### config.mk
export PLATFORM = sky130hd
export DESIGN_NAME = tcw_ctrl
export DESIGN_NICKNAME = d
export VERILOG_FILES = /design/src/rtl/tcw_pkg.sv /design/src/rtl/tcw_ctrl.sv
export SDC_FILE = /design/constraint.sdc
export NUM_CORES = 1
export LEC_CHECK = 0
export ABC_AREA = 1
export BUFFER_PORTS_ARGS = -buffer_cell sky130_fd_sc_hd__buf_4
export CAP_MARGIN = 20
export CORE_AREA = 2 2 39 41
export DETAILED_ROUTE_END_ITERATION = 16
export DIE_AREA = 0 0 41 43
export PLACE_DENSITY_LB_ADDON = 0.25
export SETUP_SLACK_MARGIN = 0.4
export SYNTH_ARGS = -nofsm -noshare
export SYNTH_HDL_FRONTEND = slang
export SYNTH_SLANG_ARGS = --single-unit
### constraint.sdc
create_clock -name clk_i -period 1 [get_ports clk_i]
set_input_delay 0.05 -clock clk_i [delete_from_list [all_inputs] [get_ports clk_i]]
set_output_delay 0.05 -clock clk_i [all_outputs]
set_load 0.01 [all_outputs]
### src/rtl/tcw_pkg.sv
// ----------------------------------------------------------------------------
// tcw_pkg
// Shared types, constants and controller/datapath signal groups for the
// text console writer.
// ----------------------------------------------------------------------------
package tcw_pkg;

  localparam int COLUMNS_DEFAULT = 80;
  localparam int ROWS_DEFAULT    = 25;

  localparam logic [7:0] NEWLINE_CODE = 8'h0A;
  localparam logic [7:0] BLANK_CODE   = 8'h20;
  localparam logic [7:0] ATTR_RESET   = 8'h0A;

  localparam logic [1:0] FUNC_PUT   = 2'd0;
  localparam logic [1:0] FUNC_CLEAR = 2'd1;
  localparam logic [1:0] FUNC_READ  = 2'd2;

  typedef struct packed {
    logic [1:0]  func;
    logic [7:0]  char_code;
    logic [10:0] cell_index;
  } item_t;

  typedef struct packed {
    logic [10:0] cursor_location;
    logic [15:0] cell_data;
  } result_t;

  typedef struct packed {
    logic load;
    logic put_write;
    logic advance;
    logic read;
    logic sweep_start;
    logic scroll_step;
    logic clear_step;
    logic init_step;
    logic cursor_home;
    logic cursor_bottom;
    logic finish;
  } cmd_t;

  typedef struct packed {
    logic [1:0] func;
    logic       is_newline;
    logic       wrap_scroll;
    logic       sweep_last;
    logic       sweep_end;
  } status_t;

endpackage

### src/rtl/tcw_ctrl.sv
// ----------------------------------------------------------------------------
// tcw_ctrl
// Sequencer for the text console writer: decode, scroll, clear and the
// post-reset fill of the cell store.
// ----------------------------------------------------------------------------
module tcw_ctrl (
  input  logic             clk_i,
  input  logic             rst_ni,
  input  logic             start_i,
  input  tcw_pkg::status_t status_i,
  output tcw_pkg::cmd_t    cmd_o,
  output logic             busy_o,
  output logic             done_o
);
  import tcw_pkg::*;

  typedef enum logic [2:0] {
    S_INIT,
    S_IDLE,
    S_DECODE,
    S_SCROLL,
    S_CLEAR
  } state_e;

  state_e state_q, state_d;
  logic   done_q;

  assign busy_o = (state_q != S_IDLE);
  assign done_o = done_q;

  always_comb begin
    cmd_o   = '0;
    state_d = state_q;
    unique case (state_q)
      S_INIT: begin
        cmd_o.init_step = 1'b1;
        if (status_i.sweep_last) begin
          state_d = S_IDLE;
        end
      end
      S_IDLE: begin
        if (start_i) begin
          cmd_o.load = 1'b1;
          state_d    = S_DECODE;
        end
      end
      S_DECODE: begin
        unique case (status_i.func)
          FUNC_PUT: begin
            if (status_i.is_newline) begin
              cmd_o.sweep_start = 1'b1;
              state_d           = S_SCROLL;
            end else begin
              cmd_o.put_write = 1'b1;
              cmd_o.advance   = 1'b1;
              if (status_i.wrap_scroll) begin
                cmd_o.sweep_start = 1'b1;
                state_d           = S_SCROLL;
              end else begin
                cmd_o.finish = 1'b1;
                state_d      = S_IDLE;
              end
            end
          end
          FUNC_CLEAR: begin
            cmd_o.sweep_start = 1'b1;
            state_d           = S_CLEAR;
          end
          FUNC_READ: begin
            cmd_o.read   = 1'b1;
            cmd_o.finish = 1'b1;
            state_d      = S_IDLE;
          end
          default: begin
            cmd_o.finish = 1'b1;
            state_d      = S_IDLE;
          end
        endcase
      end
      S_SCROLL: begin
        cmd_o.scroll_step = 1'b1;
        if (status_i.sweep_end) begin
          cmd_o.cursor_bottom = 1'b1;
          cmd_o.finish        = 1'b1;
          state_d             = S_IDLE;
        end
      end
      S_CLEAR: begin
        cmd_o.clear_step = 1'b1;
        if (status_i.sweep_last) begin
          cmd_o.cursor_home = 1'b1;
          cmd_o.finish      = 1'b1;
          state_d           = S_IDLE;
        end
      end
      default: begin
        state_d = S_IDLE;
      end
    endcase
  end

  always_ff @(posedge clk_i or negedge rst_ni) begin
    if (!rst_ni) begin
      state_q <= S_INIT;
      done_q  <= 1'b0;
    end else begin
      state_q <= state_d;
      done_q  <= cmd_o.finish;
    end
  end

endmodule

Word level (Yosys, flattened, before mapping)
Index checks and enable logic that the tools add are counted.

Flip-flop bits (word level): 4. Bits in latches: 0. Bits in writable memories: 0. Bits in read-only memories: 0. Bits of input ports: 9. Output and inout port bits: 13. Word-level logic and storage cells: 43. Memories: 0.

Add/sub/neg operators: 0. $mul: 0. Divide/modulo/power cells: 0. Order comparisons: 0. Eq/ne operators: 10. Shifts and indexed selects: 0. Mux-type cells: 27. Bitwise gates (word level): 0. Reductions and logical operators: 4.

Operator list (number): 1-bit 2-to-1 mux (13); 3-bit 2-to-1 mux (4); 3-bit case mux with 4 select lines (1); 2-bit 2-to-1 mux (4); 3-bit by 2-bit equality test with 1-bit output, second input constant (2); 3-bit case mux with 2 select lines (1); 4-bit 2-to-1 mux (1); 2-bit != test, second input constant (2); 1-bit case mux with 2 select lines (2); 3-bit by 1-bit equality test with 1-bit output, second input constant (1); 3-bit equality test, second input constant (1); 3-bit logical NOT (1); 3-bit by 1-bit != test with 1-bit output, second input constant (1); 1-bit case mux with 3 select lines (1); 3-bit AND reduction (1); 2-bit by 1-bit equality test with 1-bit output, second input constant (1); 2-bit equality test, second input constant (1); 2-bit logical NOT (1); 2-bit by 1-bit != test with 1-bit output, second input constant (1); 2-bit OR reduction (1).

Longest topological paths before layout
Gate-level depths: netlist of run 1.

Depth in word-level cells: 4. Depth in mapped cells: 7. Depth with buffers taken out: 7.

Worst setup path after synthesis of run 1
OpenSTA, ideal clock, no wires.

Path type: register to output. From: register state_q[2]. To: output port cmd_o[9] (netlist name). Arrival: 1.296 ns. Required time: 0.950 ns. Setup slack: -0.346 ns. Stages on the path, launching flop included: 5. Cell sequence: dfrtp_1 -> inv_2 -> nand3b_1 -> nor4_1 -> buf_4.

RTL lines: from (decl) (line tcw_ctrl.sv:25) `state_e state_q, state_d;`; from (signal assigned) (line tcw_ctrl.sv:107) `state_q <= state_d;`; to (decl) (line tcw_ctrl.sv:11) `output tcw_pkg::cmd_t cmd_o,`.

==> out/qor.yml, run 1 <==
grt_max_degree: 7
tightest_slew_ns: 0.240
crit_start: "state_q[2]"
ios: 22
crit_type: "reg2out"
die_area_sq_mm: 0.00176
vias: 458
place_hpwl_um: 745
min_path_cells: 3
fin_worst_hold_slack_ns: 0.100
cts_tree: "built"
viasPerCell: 4.28
clock-sinks: 4
first_global_vias: 373
synthesis.nets: 63
syn_area_sq_um: 333
synthXorXnorAreaFrac_pct: 0
start_util_pct: 24.1
synth_top_area_share_pct: 30.1
htree_num_levels: 1
fp.coreArea_sq_mm: 0.00138
period_needed_ns: 1.35
ant_nets: 0
slew_headroom_pct: 83.8
clock_tree.root_cell: "clkbuf_4"
die-height_um: 43
n_antenna_cell: 0
setup_viol: 15
dr.pass1.iters: 2
maxSlewViolCount: 0
avgSynthCellArea_sq_um: 6.16
required_ns: 0.95
cp-end-kind: "output pin"
drt_iter0_drc: 3
powerDensity_mw_per_mm2: 2450
synth_compound_area_share_pct: 6.02
synthAdderAreaFrac_pct: 0
drcViolationCount: 0
grt_pass1_wl_um: 1340
r2r_end: "state_q[1]"
cp.arrival_ns: 1.30
synth_top_family_by_area: "simple AND/OR/NAND/NOR gates"
netlist_instances: 54
finalPower_w: 0.00174
critPathMaxFanout: 4
worstSkewPairLatency_ns: 0.23
ir_drop_v: 0.000913
ys.warnings.count: 0
fin_ws_ns: -0.354
grt_util_all_layers_pct: 11.1
r2r_cells: 9
overflow: 0
yosys-top-cells-area: "dfrtp_1 30%, inv_1 12%, nand2_1 12%"
skew_ns: 0.000653
totalWireLength_um: 947
drv_cap: 0
muxShareOfSynthArea_pct: 0
yosys.area_share.simple_pct: 48.1
cts_buffers: 3
rsz0062_at_grt: "yes"
fmax_ghz: 0.738
r2r-start: "state_q[1]"
wl_per_cell_um: 8.85
hold_end: "done_o"
yosys.area.top_type: "dfrtp_1"
ys_ff_latch: 4
final_net_count: 102
min-delay-start: "status_i[1]"
area_growth_pct: 113
die_w_um: 41
gp_congestion: 0.720
antenna_found_initial: 0
violations: "setup timing"
outcome: "finished, violations left"
p_leak_nw: 0.405
synth_cell_types: 17
hold_violations: 0
fp-row-count: 14
io_buffers: 21
synth-seq-area-share_pct: 30.1
clk_pin_slew_ns: 0.04
r2r_setup_slack_ns: -0.22
clock_path_buffers: 2
drive_above_1_share_pct: 58.2
start_kind: "register"
fill_cells: 143
fin_crit_sh_pct: 135
hp-class: "in2reg"
-- worst max-delay path by stage --
stage / slack [ns] / to / cells after the start
detailed placement: -0.16 / cmd_o[8] / 4
global route: -0.45 / cmd_o[7] / 4
global placement: -0.13 / cmd_o[9] / 3
CTS: -0.37 / cmd_o[8] / 3
finish: -0.35 / cmd_o[8] / 4
floorplan: -0.14 / cmd_o[9] / 4
-- kinds of logic after synthesis --
logic type / Yosys count
buf+inv: 13
compound gates: 4
simple gates: 33
flops: 4
-- per-stage QoR --
stage | instance area (sq um) | setup TNS [ns] | worst slack (ns) | utilization (%) | std cells
finish | 709 | -3.79 | -0.354 | 51.3 | 107
global route | 709 | -4.92 | -0.447 | 51.3 | 107
detailed placement | 581 | -1.02 | -0.158 | 42.0 | 97
global placement | 581 | -0.890 | -0.130 | 42.0 | 97
floorplan | 358 | -0.393 | -0.141 | - | 54
CTS | 678 | -3.90 | -0.365 | 49.0 | 105
-- cell type report --
type	count	area (sq um)	area share, %
tap	16	20.0	2.82
sequential	4	104	14.6
inverter	12	45.0	6.35
multi-input combinational	37	234	33.0
timing repair buffer	35	284	40.0
clock buffer	3	22.5	3.17
-- where the power goes --
part | switching, W | total [W] | leakage (nW) | internal [W]
registers | 0.0000686 | 0.000305 | 0.0467 | 0.000237
clock network | 0.0000658 | 0.000200 | 0.0138 | 0.000134
logic | 0.000555 | 0.00123 | 0.344 | 0.000675
-- critical path, cell delays in order, from the launching register on --
cell and delay [ns]:
dfrtp_2 0.42, inv_2 0.10, nand3b_1 0.19, nor4_4 0.20
buf_4 0.16
-- metal layers --
layer | up-vias | track usage (%) | part of all wire, % | routed length [um]
met4 | 0 | 2.00 | 0 | 0
met1 | 199 | 12.3 | 41 | 393
met5 | - | 0 | 0 | 0
li1 | 242 | - | - | -
met3 | 0 | 4.71 | 7.8 | 74
met2 | 17 | 18.8 | 50 | 478
-- registers in the layout, indices dropped and copies added, names as in the netlist --
| name | flops |
|---|---|
| done_o | 1 |
| state_q | 3 |
-- placed cells by master, fill, tap and decap left out, types with 2 or more instances in the layout --
cell	synthesis	layout
buf_4	1	29
buf_6	0	5
clkbuf_4	0	3
dfrtp_2	0	3
inv_1	11	10
inv_2	1	2
nand2_1	11	11
nand2_4	0	2
nand3b_1	2	2
nor2_1	8	5
nor2_2	2	3
nor2_4	0	2
nor3_1	3	2
o21ai_1	2	2
-- cell usage after synthesis --
| cell | number |
|---|---|
| nand2_2 | 3 |
| inv_1 | 11 |
| nand3_1 | 1 |
| nand4_1 | 1 |
| nor4_1 | 1 |
| dfrtp_1 | 4 |
| a21oi_1 | 1 |
| buf_4 | 1 |
| nor2_2 | 2 |
| o21ai_0 | 1 |
| nand3_2 | 1 |
| o21ai_1 | 2 |
| nor3_1 | 3 |
| nor2_1 | 8 |
| nand3b_1 | 2 |
| inv_2 | 1 |
| nand2_1 | 11 |
-- repair_timing --
| item | in CTS | in global routing |
|---|---|---|
| setup buffers | 4 | 2 |
| endpoints found under the hold margin | 4 | 0 |
| pin swaps | 3 | 2 |
| setup endpoints to repair | 17 | 17 |
| cloned | 0 | 0 |
| gates resized for setup | 10 | 5 |
| hold buffers | 1 | 0 |
Power figures use the tool's default switching activity.
==> inputs of run 2 (changes only) <==
--- a/config.mk
+++ b/config.mk
@@ -5,10 +5,11 @@
 export SDC_FILE = /design/constraint.sdc
 export NUM_CORES = 1
 export LEC_CHECK = 0
-export ABC_AREA = 1
+export ABC_AREA = 0
 export BUFFER_PORTS_ARGS = -buffer_cell sky130_fd_sc_hd__buf_4
 export CAP_MARGIN = 20
 export CORE_AREA = 2 2 39 41
+export CTS_BUF_LIST = sky130_fd_sc_hd__clkbuf_16
 export DETAILED_ROUTE_END_ITERATION = 16
 export DIE_AREA = 0 0 41 43
 export PLACE_DENSITY_LB_ADDON = 0.25
==> constraint.sdc (replaced) <==
create_clock -name clk_i -period 1.5 [get_ports clk_i]
set_input_delay 0.075 -clock clk_i [delete_from_list [all_inputs] [get_ports clk_i]]
set_output_delay 0.075 -clock clk_i [all_outputs]
set_load 0.01 [all_outputs]
==> run 2 against run 1 <==
Against the previous run: the flow still finishes with violations (setup timing); wire length up 14%; non-clock buffer count down 3; cell area up 6.5%; setup slack better by 0.34 ns; synthesized area up 1.5%; highest routed layer is now met4; critical endpoint is now state_q[1]; total power down 18%; critical path depth up 1; register-to-register slack better by 0.21 ns; largest cell class is now multi-input combinational cells; flip-flop and latch count unchanged; sequential share of layout area down 1.4 points; utilization up 3.3 points; first-iteration DRC count rose to 2.7 times the previous value.
==> out/qor.yml, run 2 <==
r2r_setup_slack_ns: -0.01  # +0.21 ns
ant_nets: 0  # unchanged
powerDensity_mw_per_mm2: 1890  # -23%
viasPerCell: 4.72  # +10%
vias: 425  # -7.2%
required_ns: 1.66  # +0.71 ns
final_net_count: 85  # -17%
die_area_sq_mm: 0.00176  # unchanged
clock_tree.root_cell: "clkbuf_16"
grt_util_all_layers_pct: 13.9  # +2.8 points
hp-class: "in2async"
fin_ws_ns: -0.00989  # +0.344 ns
fp-row-count: 14  # unchanged
htree_num_levels: 1  # unchanged
cp-end-kind: "register"
finalPower_w: 0.00143  # -18%
grt_max_degree: 8  # +1
area_growth_pct: 124
netlist_instances: 42  # -22%
hold_violations: 0  # unchanged
violations: "setup timing"
fp.coreArea_sq_mm: 0.00138  # unchanged
synthesis.nets: 51  # -19%
yosys.area.top_type: "dfrtp_1"
cts_tree: "built"
die_w_um: 41  # unchanged
synth_flop_cell: "dfrtp_1"
synth_cell_types: 26  # +9
overflow: 0  # unchanged
antenna_found_initial: 0  # unchanged
first_global_vias: 382  # +2.4%
synthArstFlopShare_pct: 100  # unchanged
tightest_slew_ns: 0.300  # +0.0601 ns
r2r_end: "state_q[1]"
ios: 22  # unchanged
slew_headroom_pct: 79.8  # -4.0 points
die-height_um: 43  # unchanged
fmax_ghz: 0.662
regMostFlops: "state_q"
ys.warnings.count: 0  # unchanged
final_common_cell: "buf_4"
yosys-top-cells-area: "dfrtp_1 30%, nor2_1 7.8%, nor3_1 5.9%"
largest_register_ff_count: 3  # unchanged
clock_path_buffers: 2  # unchanged
ys_ff_latch: 4  # unchanged
multi_input_area_sq_um: 273  # +17%
dr.pass1.iters: 4  # +2
setup_viol: 3  # -12
wl_per_cell_um: 12.0  # +35%
p_leak_nw: 0.369  # -8.9%
synth_edf_count: 0  # unchanged
worstSkewPairLatency_ns: 0.23  # about the same
start_util_pct: 24.4  # +0.36 points
cp.arrival_ns: 1.67  # +0.37 ns
start_kind: "register"
crit_type: "reg2reg"
grt_pass1_wl_um: 1590  # +19%
ir_drop_v: 0.000831  # -9.0%
clock-sinks: 4  # unchanged
clk_pin_slew_ns: 0.03  # about the same
place_hpwl_um: 715  # -4.1%
fin_crit_sh_pct: 101
drive_above_1_share_pct: 67.6  # +9.3 points
n_antenna_cell: 0  # unchanged
dpl_cell_area_sq_um: 536  # -7.8%
synth_top_area_share_pct: 29.6  # -0.45 points
final_cell_mix: "24 x buf_4, 7 x buf_6, 5 x nor2_1, 4 x dfrtp_1"
synthMostInstantiatedCell: "nor2_1"
r2r_cells: 5  # -4
rsz0062_at_grt: "yes"
drcViolationCount: 0  # unchanged
maxSlewViolCount: 0  # unchanged
period_needed_ns: 1.51
syn_area_sq_um: 338  # +1.5%
drv_cap: 0  # unchanged
cts_buffers: 3  # unchanged
critPathMaxFanout: 3  # -1
gp_congestion: 0.723  # +0.39%
fill_cells: 118  # -17%
totalWireLength_um: 1080  # +14%
drt_iter0_drc: 8  # +5
synth-seq-area-share_pct: 29.6  # -0.45 points
io_buffers: 21  # unchanged
seqCellArea_sq_um: 100  # -3.6%
avgSynthCellArea_sq_um: 8.04  # +31%
r2r-start: "state_q[2]"
outcome: "finished, violations left"
fin_area_sq_um: 756  # +6.5%
skew_ns: 0.00199  # +0.00134 ns
ys_top_cells_by_count: "7 x nor2_1, 4 x dfrtp_1, 4 x nor3_1"
run 2: worst max-delay path by stage:
| stage | start | endpoint | slack, ns | depth (start not counted) |
|---|---|---|---|---|
| floorplan | state_q[2] | cmd_o[9] | 0.13 | 3 |
| global placement | state_q[0] | cmd_o[9] | 0.18 | 3 |
| detailed placement | state_q[0] | cmd_o[8] | 0.16 | 3 |
| CTS | state_q[2] | cmd_o[8] | -0.02 | 3 |
| global route | state_q[2] | cmd_o[8] | -0.07 | 3 |
| finish | state_q[2] | state_q[1] | -0.01 | 5 |
run 2: where the power goes:
| group | switching (W) | leakage, nW | total, W | internal, W |
|---|---|---|---|---|
| clock network | 0.0000789 | 0.0370 | 0.000420 | 0.000341 |
| registers | 0.0000232 | 0.0492 | 0.000172 | 0.000148 |
| logic | 0.000379 | 0.282 | 0.000839 | 0.000459 |
run 2: per-layer routing:
layer | vias up | global-route usage [%] | routed length [um]
met4 | 0 | 10.0 | 24
met3 | 3 | 3.14 | 81
li1 | 212 | - | -
met2 | 21 | 21.9 | 549
met5 | - | 0 | 0
met1 | 189 | 15.3 | 422
run 2: timing repair:
action | 4_1_cts | 5_1_grt
resized for setup | 13 | 9
setup endpoints to repair | 15 | 15
hold buffers | 1 | 0
hold endpoints to repair | 4 | 0
setup buffers | 5 | 2
pin swaps | 5 | 2
run 2: metrics by stage:
step / hold slack, ns / TNS (ns) / util, % / setup WS, ns / std cells
2_1_floorplan: -0.221 / 0 / - / 0.130 / 42
3_5_place_dp: -0.126 / 0 / 38.7 / 0.161 / 79
5_1_grt: 0.204 / -0.257 / 54.6 / -0.0653 / 90
3_3_place_gp: -0.128 / 0 / 38.7 / 0.176 / 79
6_report: 0.180 / -0.0182 / 54.6 / -0.00989 / 90
4_1_cts: 0.181 / -0.0536 / 50.7 / -0.0186 / 88
run 2: cell type report:
class | count | share of cell area [%]
Multi-Input combinational cell | 32 | 36.1
Timing Repair Buffer | 32 | 35.6
Sequential cell | 4 | 13.2
Clock buffer | 3 | 9.93
Tap cell | 16 | 2.65
Inverter | 3 | 2.48
run 2: logic make-up (layout without fill, tap and decap cells):
family | Yosys count | count (layout) | synth area share (%)
AO/OA/AOI/OAI | 8 | 8 | 18.9
AND/OR/NAND/NOR | 24 | 24 | 41.1
flip-flops | 4 | 4 | 29.6
buffers and inverters | 6 | 38 | 10.4
run 2: critical path: stages (launching register included):
cell	delay, ns
dfrtp_1	0.38
or4b_4	0.55
buf_4	0.16
buf_6	0.11
nor3_4	0.12
a2bb2oi_2	0.13
